<file path="src/rtl/aagv_pkg.sv">
// ----------------------------------------------------------------------------
// aagv_pkg
// Shared types and constants for the absolute angle glitch validator.
// ----------------------------------------------------------------------------
package aagv_pkg;

    // Configuration port widths
    localparam int CFG_INDEX_BITS = 4;
    localparam int CFG_DATA_BITS  = 14;

    // Register field widths
    localparam int OFFSET_BITS = 14;
    localparam int JUMP_BITS   = 14;
    localparam int COUNT_BITS  = 8;

    // Register indexes
    typedef enum logic [CFG_INDEX_BITS-1:0] {
        CFG_ZERO_OFFSET      = 4'd0,
        CFG_INVERT_DIRECTION = 4'd1,
        CFG_MAX_JUMP         = 4'd2,
        CFG_VALIDATION_COUNT = 4'd3
    } t_cfg_index;

    // Command codes
    typedef enum logic {
        CMD_SAMPLE    = 1'b0,
        CMD_REACQUIRE = 1'b1
    } t_command;

    // Register reset values
    localparam logic [OFFSET_BITS-1:0] RST_ZERO_OFFSET      = '0;
    localparam logic                   RST_INVERT_DIRECTION = 1'b0;
    localparam logic [JUMP_BITS-1:0]   RST_MAX_JUMP         = 14'd91;
    localparam logic [COUNT_BITS-1:0]  RST_VALIDATION_COUNT = 8'd3;

endpackage

</file>
<file path="src/rtl/absolute_angle_glitch_validator.sv">
// ----------------------------------------------------------------------------
// absolute_angle_glitch_validator
// Offset, direction and wrap of absolute encoder samples, with lock-in and
// jump rejection of the tracked axis position.
// ----------------------------------------------------------------------------
// A sample goes through the input register, then the result register;
//   a reacquire gives no result. Throughput: one request per cycle unless the
//   output stalls while a sample waits; the state update is a single pass of logic
//   between the input register and the result register.
// Reset: synchronous, active low; clears lock state, both stages and restores
//   register defaults. Configuration is taken every cycle.
module absolute_angle_glitch_validator #(
    parameter int ANGLE_BITS = 14
) (
    input  logic                                i_clk,
    input  logic                                i_rst_n,
    // configuration write
    input  logic                                i_cfg_valid,
    output logic                                o_cfg_ready,
    input  logic [aagv_pkg::CFG_INDEX_BITS-1:0] i_cfg_index,
    input  logic [aagv_pkg::CFG_DATA_BITS-1:0]  i_cfg_data,
    // sample requests
    input  logic                                i_in_valid,
    output logic                                o_in_stall,
    input  logic                                i_command,
    input  logic [ANGLE_BITS-1:0]               i_raw_angle,
    input  logic                                i_sensor_error,
    // results
    output logic                                o_out_valid,
    input  logic                                i_out_stall,
    output logic signed [ANGLE_BITS-1:0]        o_position,
    output logic                                o_position_valid,
    output logic                                o_locked
);

    localparam int A  = ANGLE_BITS;
    localparam int SW = ANGLE_BITS + 1;
    // compare width: covers the step magnitude and the jump register
    localparam int CW = ((ANGLE_BITS > aagv_pkg::JUMP_BITS) ?
                         ANGLE_BITS : aagv_pkg::JUMP_BITS) + 1;
    localparam int CB = aagv_pkg::COUNT_BITS;
    localparam logic signed [SW-1:0] HALF_S = SW'(1) <<< (A - 1);
    localparam logic signed [SW-1:0] TURN_S = SW'(1) <<< A;

    // configuration registers
    logic [aagv_pkg::OFFSET_BITS-1:0] r_zero_offset;
    logic                             r_invert;
    logic [aagv_pkg::JUMP_BITS-1:0]   r_max_jump;
    logic [CB-1:0]                    r_vcount;

    // input stage
    logic                 r_in_valid;
    logic                 r_in_cmd;
    logic [A-1:0]         r_in_raw;
    logic                 r_in_err;

    // tracking state
    logic signed [A-1:0]  r_held;
    logic signed [A-1:0]  r_cand;
    logic                 r_lock;
    logic [CB-1:0]        r_count;

    // result stage
    logic                 r_out_valid;
    logic signed [A-1:0]  r_pos;
    logic                 r_pos_valid;
    logic                 r_out_lock;

    // next values
    logic signed [A-1:0]  n_held;
    logic signed [A-1:0]  n_cand;
    logic                 n_lock;
    logic [CB-1:0]        n_count;
    logic signed [A-1:0]  n_pos;
    logic                 n_pos_valid;

    logic                 adv;
    logic                 is_sample;
    logic [A-1:0]         offset_a;
    logic [A-1:0]         diff;
    logic signed [A-1:0]  meas;
    logic signed [A-1:0]  step_ref;
    logic signed [SW-1:0] step;
    logic signed [SW-1:0] step_w;
    logic [SW-1:0]        step_abs;
    logic                 step_ok;
    logic [CB-1:0]        count_inc;

    assign o_cfg_ready = 1'b1;

    // ---- configuration writes
    always_ff @(posedge i_clk) begin
        if (!i_rst_n) begin
            r_zero_offset <= aagv_pkg::RST_ZERO_OFFSET;
            r_invert      <= aagv_pkg::RST_INVERT_DIRECTION;
            r_max_jump    <= aagv_pkg::RST_MAX_JUMP;
            r_vcount      <= aagv_pkg::RST_VALIDATION_COUNT;
        end else if (i_cfg_valid) begin
            unique case (aagv_pkg::t_cfg_index'(i_cfg_index))
                aagv_pkg::CFG_ZERO_OFFSET: begin
                    r_zero_offset <= i_cfg_data[aagv_pkg::OFFSET_BITS-1:0];
                end
                aagv_pkg::CFG_INVERT_DIRECTION: begin
                    r_invert <= i_cfg_data[0];
                end
                aagv_pkg::CFG_MAX_JUMP: begin
                    r_max_jump <= i_cfg_data[aagv_pkg::JUMP_BITS-1:0];
                end
                aagv_pkg::CFG_VALIDATION_COUNT: begin
                    r_vcount <= i_cfg_data[CB-1:0];
                end
                default: begin
                end
            endcase
        end
    end

    // ---- handshake: a reacquire never needs the result stage
    assign is_sample  = (aagv_pkg::t_command'(r_in_cmd) == aagv_pkg::CMD_SAMPLE);
    assign adv        = r_in_valid && (!is_sample || !r_out_valid || !i_out_stall);
    assign o_in_stall = r_in_valid && !adv;

    // ---- input register
    always_ff @(posedge i_clk) begin
        if (!i_rst_n) begin
            r_in_valid <= 1'b0;
        end else if (!o_in_stall) begin
            r_in_valid <= i_in_valid;
        end
    end

    always_ff @(posedge i_clk) begin
        if (i_in_valid && !o_in_stall) begin
            r_in_cmd <= i_command;
            r_in_raw <= i_raw_angle;
            r_in_err <= i_sensor_error;
        end
    end

    // ---- measured position: offset, optional negate, wrap by two's complement
    always_comb begin
        offset_a = A'({{CW{1'b0}}, r_zero_offset});
        diff     = r_in_raw - offset_a;
        if (r_invert) begin
            diff = A'(0) - diff;
        end
        meas = signed'(diff);
    end

    // ---- wrapped step against held or candidate position
    always_comb begin
        step_ref = r_lock ? r_held : r_cand;
        step     = SW'(meas) - SW'(step_ref);
        step_w   = step;
        if (step > HALF_S) begin
            step_w = step - TURN_S;
        end else if (step < -HALF_S) begin
            step_w = step + TURN_S;
        end
        step_abs = step_w[SW-1] ? unsigned'(-step_w) : unsigned'(step_w);
        step_ok  = (CW'(step_abs) <= CW'(r_max_jump));
    end

    assign count_inc = r_count + CB'(1);

    // ---- tracking update
    always_comb begin
        n_held      = r_held;
        n_cand      = r_cand;
        n_lock      = r_lock;
        n_count     = r_count;
        n_pos       = meas;
        n_pos_valid = 1'b0;
        if (!is_sample) begin
            n_lock  = 1'b0;
            n_count = '0;
        end else if (r_in_err) begin
            // error: hold when locked, else restart acquisition
            if (r_lock) begin
                n_pos = r_held;
            end else begin
                n_count = '0;
            end
        end else if (!r_lock) begin
            // acquisition
            n_count = (r_count == '0 || !step_ok) ? CB'(1) : count_inc;
            n_cand  = meas;
            if (n_count >= r_vcount) begin
                n_held      = meas;
                n_lock      = 1'b1;
                n_count     = '0;
                n_pos_valid = 1'b1;
            end
        end else begin
            // tracking with jump rejection
            if (step_ok) begin
                n_held      = meas;
                n_pos_valid = 1'b1;
            end
            n_pos = step_ok ? meas : r_held;
        end
    end

    // ---- state registers
    always_ff @(posedge i_clk) begin
        if (!i_rst_n) begin
            r_held  <= '0;
            r_cand  <= '0;
            r_lock  <= 1'b0;
            r_count <= '0;
        end else if (adv) begin
            r_held  <= n_held;
            r_cand  <= n_cand;
            r_lock  <= n_lock;
            r_count <= n_count;
        end
    end

    // ---- result register
    always_ff @(posedge i_clk) begin
        if (!i_rst_n) begin
            r_out_valid <= 1'b0;
        end else if (adv && is_sample) begin
            r_out_valid <= 1'b1;
        end else if (!i_out_stall) begin
            r_out_valid <= 1'b0;
        end
    end

    always_ff @(posedge i_clk) begin
        if (adv && is_sample) begin
            r_pos       <= n_pos;
            r_pos_valid <= n_pos_valid;
            r_out_lock  <= n_lock;
        end
    end

    assign o_out_valid      = r_out_valid;
    assign o_position       = r_pos;
    assign o_position_valid = r_pos_valid;
    assign o_locked         = r_out_lock;

    // ---- assertions
    // lock only comes from an error-free sample
    assert property (@(posedge i_clk) disable iff (!i_rst_n)
        $rose(r_lock) |-> $past(adv && is_sample && !r_in_err))
        else $error("lock set without a good sample");

    // acquisition counter is idle while locked
    assert property (@(posedge i_clk) disable iff (!i_rst_n)
        r_lock |-> (r_count == '0))
        else $error("coherent count active while locked");

    // a valid position always reports lock
    assert property (@(posedge i_clk) disable iff (!i_rst_n)
        (o_out_valid && o_position_valid) |-> o_locked)
        else $error("valid position without lock");

    // a reacquire passing while the output is stalled leaves the result alone
    assert property (@(posedge i_clk) disable iff (!i_rst_n)
        (adv && !is_sample && o_out_valid && i_out_stall)
            |=> (o_out_valid && $stable(o_position) && $stable(o_locked)))
        else $error("reacquire disturbed a pending result");

    // reset empties both stages
    assert property (@(posedge i_clk)
        !i_rst_n |=> (!o_out_valid && !r_in_valid && !r_lock))
        else $error("stages not empty after reset");

endmodule

</file>
<file path="config.mk">
export PLATFORM = sky130hd
export DESIGN_NAME = absolute_angle_glitch_validator
export DESIGN_NICKNAME = d
export VERILOG_FILES = /design/src/rtl/aagv_pkg.sv /design/src/rtl/absolute_angle_glitch_validator.sv
export SDC_FILE = /design/constraint.sdc
export NUM_CORES = 1
export LEC_CHECK = 0
export ABC_AREA = 1
export BUFFER_PORTS_ARGS = -buffer_cell sky130_fd_sc_hd__buf_2
export CAP_MARGIN = 0
export CORE_ASPECT_RATIO = 0.75
export CORE_MARGIN = 2
export CORE_UTILIZATION = 46
export CTS_CLUSTER_SIZE = 12
export DETAILED_ROUTE_END_ITERATION = 7
export PLACE_DENSITY_LB_ADDON = 0.3
export RECOVER_POWER = 100
export SYNTH_ARGS = -nofsm -noshare
export SYNTH_HDL_FRONTEND = slang
export SYNTH_SLANG_ARGS = --single-unit
</file>
<file path="constraint.sdc">
create_clock -name i_clk -period 11.2 [get_ports i_clk]
set_clock_uncertainty 0.1 [all_clocks]
set_input_delay 1.12 -clock i_clk [delete_from_list [all_inputs] [get_ports i_clk]]
set_output_delay 1.12 -clock i_clk [all_outputs]
set_load 0.05 [all_outputs]
</file>
== After elaboration in Yosys (flattened, before gate mapping) ==
Cells that the tools add are included.

* Logic and storage cells: 84
* Output and inout port bits: 19
* Bits in registers: 108
* Input bits: 39

* Order comparisons: 4
* Eq/ne operators: 5
* Add/sub/neg operators: 7
* Bitwise gates (word level): 3
* Reduce and logical (&&, ||, !) cells: 23
* Mux-type cells: 26

{| class="wikitable"
|+ Operators by type and width
! operator !! count
|-
| two-way mux 14 bit || 9
|-
| two-way mux 8 bit || 6
|-
| two-way mux 15 bit || 3
|-
| adder 15 bit, second input constant || 1
|-
| > comparator 15 bit, second input constant || 1
|-
| less-or-equal comparator 15 x 14 -> 1 bit || 1
|-
| < comparator 15 x 14 -> 1 bit, second input constant || 1
|-
| negator 15 bit || 1
|-
| subtractor 14 x 14 -> 15 bit || 1
|-
| subtractor 15 bit, second input constant || 1
|-
| subtractor 1 x 14 -> 14 bit, first input constant || 1
|-
| subtractor 14 bit || 1
|-
| AND reduction 2 bit || 5
|-
| adder 8 x 1 -> 8 bit, second input constant || 1
|-
| == test 4 x 2 -> 1 bit, second input constant || 2
|-
| greater-or-equal comparator 8 bit || 1
|-
| logical NOT 8 bit || 1
|-
| two-way mux 1 bit || 8
|-
| AND reduction 4 bit || 2
|-
| logical NOT 1 bit || 5
|-
| == test 4 x 1 -> 1 bit, second input constant || 1
|-
| logical AND 1 bit || 4
|-
| logical NOT 4 bit || 1
|-
| logical OR 1 bit || 3
|-
| other kinds (5) || 7
|}

== Depth between registers and ports, before layout ==
Gate-level depths: netlist of run 1.

* Word-level depth: 18
* Mapped depth: 54
* Mapped depth without buffers: 53

== Worst setup path after synthesis of run 1 ==
OpenSTA, ideal clock, no wires.

* Path kind: register to register
* From: register r_in_raw[0]
* To: register r_held[8]
* Clock period less this slack: 6.714 ns
* Stages on the path, launching flop included: 48
* Setup slack: 4.486 ns
* Buffers on the path: 1
* Library setup time: 0.114 ns
* Data required time: 10.986 ns
* Arrival: 6.500 ns
* Cell sequence: edfxtp_1 inv_1 ha_1 fa_1 nand2_1 a21oi_2 or2_2 xnor2_1 inv_1 ha_1 a21oi_1 o21ai_1 a21oi_1 nor2_1 nor2_1 xor2_1 nand2_1 nor2_1 [12 not listed] a21oi_1 o21ai_0 a21oi_1 o21ai_0 nand2_1 nand2_1 nor2_1 ha_1 nand2_1 nor2_1 nand4_1 o2111ai_1 o21ai_0 nor2_1 clkbuf_1 inv_1 o21bai_1 inv_1

* Longest elaborated chain between the ends: 16
* Elaborated cells on any way between the ends: 22
* Those cells by class: add/sub: 6; order compare: 4; mux: 8; reduce/logical: 4

{| class="wikitable"
|+ Ends and longest elaborated chain
! item !! line !! RTL
|-
| start, declared || absolute_angle_glitch_validator.sv:54 || <nowiki>logic [A-1:0] r_in_raw;</nowiki>
|-
| start signal, assigned || absolute_angle_glitch_validator.sv:135 || <nowiki>r_in_raw <= i_raw_angle;</nowiki>
|-
| subtractor 14 bit * || absolute_angle_glitch_validator.sv:143 || <nowiki>diff = r_in_raw - offset_a;</nowiki>
|-
| subtractor 1 x 14 -> 14 bit || absolute_angle_glitch_validator.sv:145 || <nowiki>diff = A'(0) - diff;</nowiki>
|-
| two-way mux 14 bit * || absolute_angle_glitch_validator.sv:144 || <nowiki>if (r_invert) begin</nowiki>
|-
| named net diff[3] || absolute_angle_glitch_validator.sv:80 || <nowiki>logic [A-1:0] diff;</nowiki>
|-
| subtractor 14 x 14 -> 15 bit * || absolute_angle_glitch_validator.sv:153 || <nowiki>step = SW'(meas) - SW'(step_ref);</nowiki>
|-
| adder 15 bit or < comparator 15 x 14 -> 1 bit (tied branches) || absolute_angle_glitch_validator.sv:158, absolute_angle_glitch_validator.sv:157 ||
|-
| two-way mux 15 bit || absolute_angle_glitch_validator.sv:157 || <nowiki>end else if (step < -HALF_S) begin</nowiki>
|-
| two-way mux 15 bit * || absolute_angle_glitch_validator.sv:155 || <nowiki>if (step > HALF_S) begin</nowiki>
|-
| negator 15 bit || absolute_angle_glitch_validator.sv:160 || <nowiki>step_abs = step_w[SW-1] ? unsigned'(-step_w) : unsigned'(step_w);</nowiki>
|-
| two-way mux 15 bit * || absolute_angle_glitch_validator.sv:160 ||
|-
| less-or-equal comparator 15 x 14 -> 1 bit * || absolute_angle_glitch_validator.sv:161 || <nowiki>step_ok = (CW'(step_abs) <= CW'(r_max_jump));</nowiki>
|-
| logical NOT 1 bit || absolute_angle_glitch_validator.sv:186 || <nowiki>n_count = (r_count == '0 || !step_ok) ? CB'(1) : count_inc;</nowiki>
|-
| logical OR 1 bit || absolute_angle_glitch_validator.sv:186 ||
|-
| two-way mux 8 bit || absolute_angle_glitch_validator.sv:186 ||
|-
| greater-or-equal comparator 8 bit || absolute_angle_glitch_validator.sv:188 || <nowiki>if (n_count >= r_vcount) begin</nowiki>
|-
| nonzero test 2 bit (no source line) || -- ||
|-
| AND reduction 4 bit (no source line) || -- ||
|-
| end signal, assigned || absolute_angle_glitch_validator.sv:212 || <nowiki>r_held <= n_held;</nowiki>
|-
| end, declared || absolute_angle_glitch_validator.sv:58 || <nowiki>logic signed [A-1:0] r_held;</nowiki>
|}

Mark *: on every way through the listed nets, which the timed path passes. The rest lies on a longest branch. The select of a mux whose other input is x is not followed.
A chain may end at the register's enable or synchronous reset.

== Worst setup path in the final report of run 1 ==
Same ends and word-level chain as after synthesis.

==> results of run 1 <==
## cell families (layout without fill, tap and decap cells)
logic type / Yosys count / after routing
DFF: 108 / 108
muxes: 4 / 4
adders and majority gates: 54 / 54
other: 1 / 1
and+or+nand+nor: 393 / 393
buffers and inverters: 197 / 242
AOI/OAI and AO/OA: 228 / 228
xor gates and xnor gates: 30 / 30
## final timing paths
path | slack [ns] | start | to | depth (start not counted)
max | 2.16 | r_in_raw[0] | r_held[8] | 48
min | 0.36 | offset_a[5] | offset_a[5] | 2
min reg2reg | 0.36 | offset_a[5] | offset_a[5] | 2
max reg2reg | 2.16 | r_in_raw[0] | r_held[8] | 48
## power by group through the flow
stage / Sequential (mW) / Clock [mW] / Combinational [mW]
final: 0.423 / 0.328 / 0.392
after global routing: 0.424 / 0.350 / 0.441
after CTS: 0.423 / 0.332 / 0.387
after detailed placement: 0.432 / 0 / 0.385
after global placement: 0.432 / 0 / 0.380
after floorplan: 0.438 / 0 / 0.294
## routing by layer
layer  GRT usage  up-vias  part of all wire
met5           0        -                 0
met4      0.0629        0             0.017
met3      0.0460       27             0.066
met2       0.319      224              0.40
met1       0.332     3052              0.52
li1            -     3419                 -
## registers in the layout, summed over array words and instances (netlist names)
signal	flops
r_in_err	1
r_count	8
r_max_jump	14
o_position_valid	1
r_in_cmd	1
o_locked	1
r_lock	1
r_in_valid	1
r_vcount	8
r_in_raw	14
offset_a	14
r_held	14
o_out_valid	1
r_invert	1
o_position	14
r_cand	14
## worst min-delay path, cell delays in order, from the launching register on
cell and delay [ns]:
dfxtp_1 0.30, inv_1 0.06, a21oi_1 0.05
## area by class of cell
| class | instances | area, um2 | share of cell area |
|---|---|---|---|
| multi-input cells | 710 | 4140 | 0.513 |
| flip-flops and latches | 108 | 2480 | 0.308 |
| inverters | 168 | 631 | 0.0782 |
| repair buffers | 58 | 263 | 0.0326 |
| well taps | 210 | 263 | 0.0326 |
| clock buffers | 10 | 229 | 0.0284 |
| clock inverters | 6 | 63.8 | 0.00791 |
## cell usage after synthesis, types with 6 or more instances
cell	number
a21oi_1	87
clkbuf_1	24
dfxtp_1	76
edfxtp_1	32
ha_1	52
inv_1	161
nand2_1	218
nand2_2	19
nand3_1	50
nand3_2	16
nand4_1	11
nor2_1	49
o211ai_1	6
o21ai_0	92
o21bai_1	7
o221ai_1	8
xnor2_1	8
xor2_1	22
## metrics by stage
stage / utilization / instances / worst slack [ns] / area, um2 / hold WS (ns)
floorplan: - / 1015 / 4.49 / 7420 / 0.327
global placement: 0.492 / 1254 / 3.53 / 7830 / 0.345
detailed placement: 0.492 / 1254 / 3.34 / 7830 / 0.352
CTS: 0.510 / 1270 / 3.25 / 8120 / 0.363
global route: 0.507 / 1270 / 1.21 / 8070 / 0.376
finish: 0.507 / 1270 / 2.16 / 8070 / 0.360
## cells in the final DEF, fill, tap and decap left out, types with 3 or more instances in the layout
master,Yosys,layout
o21bai_1,7,7
clkbuf_16,0,9
xnor2_1,8,8
inv_1,161,161
nand2_4,4,4
clkinv_1,3,5
a21boi_0,5,5
nand2_2,19,16
nand2_1,218,221
nand3_1,50,51
or2_2,3,3
buf_2,0,36
nand3_2,16,15
o21a_1,3,3
nand3b_1,3,3
nor4_1,3,3
edfxtp_1,32,32
nand4_1,11,11
nor3_1,4,4
o21ai_0,92,92
clkbuf_1,24,23
a22oi_1,5,5
nor2_2,4,3
a21oi_2,3,3
inv_2,4,4
nor3b_1,3,3
nor2_1,49,51
o211ai_1,6,6
ha_1,52,52
mux2i_1,4,4
dfxtp_1,76,76
a21oi_1,87,87
xor2_1,22,22
o221ai_1,8,8
==> summary.txt, run 1 <==
Yosys top cell area share = 0.205
Die X = 151 um
Crit path max-delay family = simple AND/OR/NAND/NOR gates
Setup Fix Bufs, Post-CTS = 0
Peak VDD IR = 0.0000811 V
All-Layer GR Usage = 0.221
synth unique cells = 48
DRC viols = 0
I/O Buffers = 56
vias per inst = 5.29
placer congestion estimate = 0.948
number of nets still failing antenna checks after routing = 0
CP Data Arrival Time = 9.20 ns
largest net degree at the start of global routing = 61
Max Clock Freq = 0.111 GHz
Synthesis Warnings = 0
Yosys top cell by area = dfxtp_1
Layout fillers = 1,611
main flop type after synthesis = dfxtp_1
CTS buffer count = 9
nets@finish = 1,148
Setup crit start kind = register
number of global-route vias before repair = 6,052
Cells after Synth = 1,015
crit path kind = reg2reg
Post-Synth XOR/XNOR Area = 0.0354
total die area = 0.0172 mm2
number of diodes = 0
CTS tree = built
Critical Path Sink Type = register
clk root buf = clkbuf_16
Site Rows = 40
Slowest Stage Delay on Critical Path = 0.70 ns
Post-Syn Area = 0.00742 mm2
syn nets = 1,108
PD cells = 142 mW/mm2
P_leak = 3.67 nW
CP Max Fanout = 23
Max stage delay cell, worst path = clkbuf_1
clock network fraction of total power = 0.287
Initial Util = 0.466
post-synthesis simple-gate area fraction = 0.250
sequential share of power = 0.370
Die Y = 114 um
CP required = 11.36 ns
CTS sink cnt = 108
WL/cell = 14.5 um
Final Cycle Share = 0.807
ys async rst share = 0
Adder-Cell Fraction of Synth Area = 0.0931
GRT Residual Overflow = 0
post-cts hold buffer count = 0
largest family of logic cells by synthesized area = simple AND/OR/NAND/NOR gates
# resized after CTS = 0
Final Max Slew Viols = 61
Pint = 0.723 mW
# IOs = 58
status = finished with violations
area grow syn2layout = 8.76%
H-tree Lvls = 3
HP Class = reg2reg
core area = 0.0159 mm2
most frequent CP cell = nand2_1
Buf+Inv Stages, Crit Path = 7
maxcap violations = 1
top cells by area, synth = dfxtp_1 (21%), edfxtp_1 (13%), nand2_1 (11%), ha_1 (8.8%), inv_1 (8.1%)
Via Count = 6,722
Net Sw Power = 0.419 mW
Slew @ Worst Pin = 2.44 ns
Gate power share = 0.343
Avg Synthesized Cell Area = 7.31 um2
setup_tns = 0 ns
clock slew at reported path FFs = 0.07 ns
final setup fails = 0
DP HPWL = 14.0 mm
compound-cell area share of the yosys netlist = 0.176
clk buf depth = 2
share of layout cells above drive strength 1 = 0.0991
drt pass-1 iters = 5
switching share of total power = 0.367
post-synthesis register bit count = 108
final hold vios = 0
clk_lat worst skew = 0.37 ns
unrepaired setup endpoints after global routing = no
Overall Power = 1.14 mW
mux share of post-synthesis cell area = 0.00540
max_slew headroom = -0.625
Seq/Total Area, Yosys = 0.335
first-pass GRT wire length = 29.9 mm
Post-synth EDFFs = 32
initial antenna violation count = 0
Tmin final = 9.04 ns
failing checks = capacitance limit, slew limit
WL final = 18.4 mm
First DRT Iteration DRCs = 471
(Power assumes the default switching activity.)
==> inputs of run 2 (changes only) <==
==> constraint.sdc (replaced) <==
create_clock -name i_clk -period 8.9 [get_ports i_clk]
set_clock_uncertainty 0.1 [all_clocks]
set_input_delay 0.89 -clock i_clk [delete_from_list [all_inputs] [get_ports i_clk]]
set_output_delay 0.89 -clock i_clk [all_outputs]
set_load 0.05 [all_outputs]
==> run 2 against run 1 <==
Net effect: combinational power is 28% higher; sequential share of layout area is 0.14 points lower; count of clock-buffer cells in the layout is 2 higher; sequential power is 26% higher; register-to-register slack worse by 1.5 ns; cell count is 0.16% higher; largest cell class unchanged; clock power is 19% higher; the run now ends clean; final area is 0.45% higher; via count is 1.1% lower; fmax is 9.4% higher; wire length is 0.63% higher; critical path type unchanged.
==> summary.txt, run 2 (synthesis gave the netlist of run 1 again) <==
Final Max Slew Viols = 0
Site Rows = 40
clk root buf = clkbuf_16
Die Y = 114 um
setup_tns = 0 ns
Crit path max-delay family = simple AND/OR/NAND/NOR gates
GRT Residual Overflow = 0
Slew @ Worst Pin = 1.09 ns
worst hold margin = 0.362 ns
final hold vios = 0
Placed Instance Area = 0.00784 mm2
CTS sink cnt = 108
number of nets still failing antenna checks after routing = 0
post-cts hold buffer count = 0
clk buf depth = 2
All-Layer GR Usage = 0.227
H-tree Lvls = 3
P_leak = 3.68 nW
Finished Layout Cells = 1,272
CP Data Arrival Time = 8.40 ns
Die X = 151 um
placed instance count = 1,256
placer congestion estimate = 0.879
Layout Cell Area excl Fill = 0.00810 mm2
WL final = 18.5 mm
Slowest Stage Delay on Critical Path = 0.46 ns
vias per inst = 5.23
nets@finish = 1,150
initial antenna violation count = 0
share of layout cells above drive strength 1 = 0.111
unrepaired setup endpoints after global routing = no
CP required = 9.04 ns
status = complete, no violations
Setup crit start kind = register
Peak VDD IR = 0.000106 V
Initial Util = 0.466
Buf+Inv Stages, Crit Path = 4
clock slew at reported path FFs = 0.07 ns
total die area = 0.0172 mm2
clk_lat worst skew = 0.36 ns
Critical Path Sink Type = register
Setup Fix Bufs, Post-CTS = 0
maxcap violations = 0
core area = 0.0159 mm2
First DRT Iteration DRCs = 557
CTS buffer count = 9
first-pass GRT wire length = 30.6 mm
I/O Buffers = 56
CP Max Fanout = 16
number of global-route vias before repair = 6,145
commonest cells after routing, fill and taps aside = nand2_1 (218), inv_1 (161), o21ai_0 (91), a21oi_1 (87), dfxtp_1 (76)
number of diodes = 0
Tmin final = 8.26 ns
pre-CTS worst setup slack = 0.807 ns
drt pass-1 iters = 6
fin util = 0.509
largest net degree at the start of global routing = 61
DP HPWL = 14.3 mm
worst setup margin = 0.640 ns
PD cells = 175 mW/mm2
final setup fails = 0
Via Count = 6,649
HP Class = reg2reg
max_slew headroom = 0.272
area grow syn2layout = 9.24%
# IOs = 58
commonest non-fill, non-tap cell in the layout = nand2_1
Final Cycle Share = 0.928
# resized after CTS = 0
DRC viols = 0
Max Clock Freq = 0.121 GHz
Max stage delay cell, worst path = fa_1
crit path kind = reg2reg
Overall Power = 1.42 mW
CTS tree = built
WL/cell = 14.5 um
run 2: cell count changes in the layout (fill, tap and decap cells not counted), moves of 2 or more:
cell | previous run | this run
nor2_1 | 51 | 48
nand2_1 | 221 | 218
clkbuf_1 | 23 | 21
clkinv_1 | 5 | 3
clkinv_4 | 2 | 0
buf_4 | 0 | 3
nand2_2 | 16 | 19
inv_6 | 1 | 3
nor2_2 | 3 | 5
buf_2 | 36 | 38
run 2: power by group:
group / internal [mW] / switching [mW]
Sequential: 0.524 / 0.00639
Combinational: 0.167 / 0.333
Clock: 0.201 / 0.189
Total: 0.893 / 0.529
run 2: final cells by class:
cell class / count / area (um2)
inverters: 168 / 631
clock buffers: 12 / 246
multi-input cells: 710 / 4160
clock inverters: 4 / 33.8
flip-flops and latches: 108 / 2480
repair buffers: 60 / 284
fillers: 1589 / 7810
well taps: 210 / 263
run 2: final timing paths:
check | slack [ns] | to | from | cells after the start
setup reg to reg | 0.64 | r_held[2] | r_in_raw[0] | 46
hold reg to reg | 0.36 | offset_a[7] | offset_a[7] | 2
setup / recovery | 0.64 | r_held[2] | r_in_raw[0] | 46
hold / removal | 0.36 | offset_a[7] | offset_a[7] | 2
run 2: routing by layer:
layer  wire (um)  GRT usage  up-vias
met1        9420      0.334     2960
met3        1430     0.0488       22
met2        7430      0.342      244
met4         224     0.0480        0
li1            -          -     3423
met5           0          0        -
run 2: worst min-delay path, stage by stage (launching register included):
cell	delay (ns)
dfxtp_1	0.30
inv_1	0.06
a21oi_1	0.06
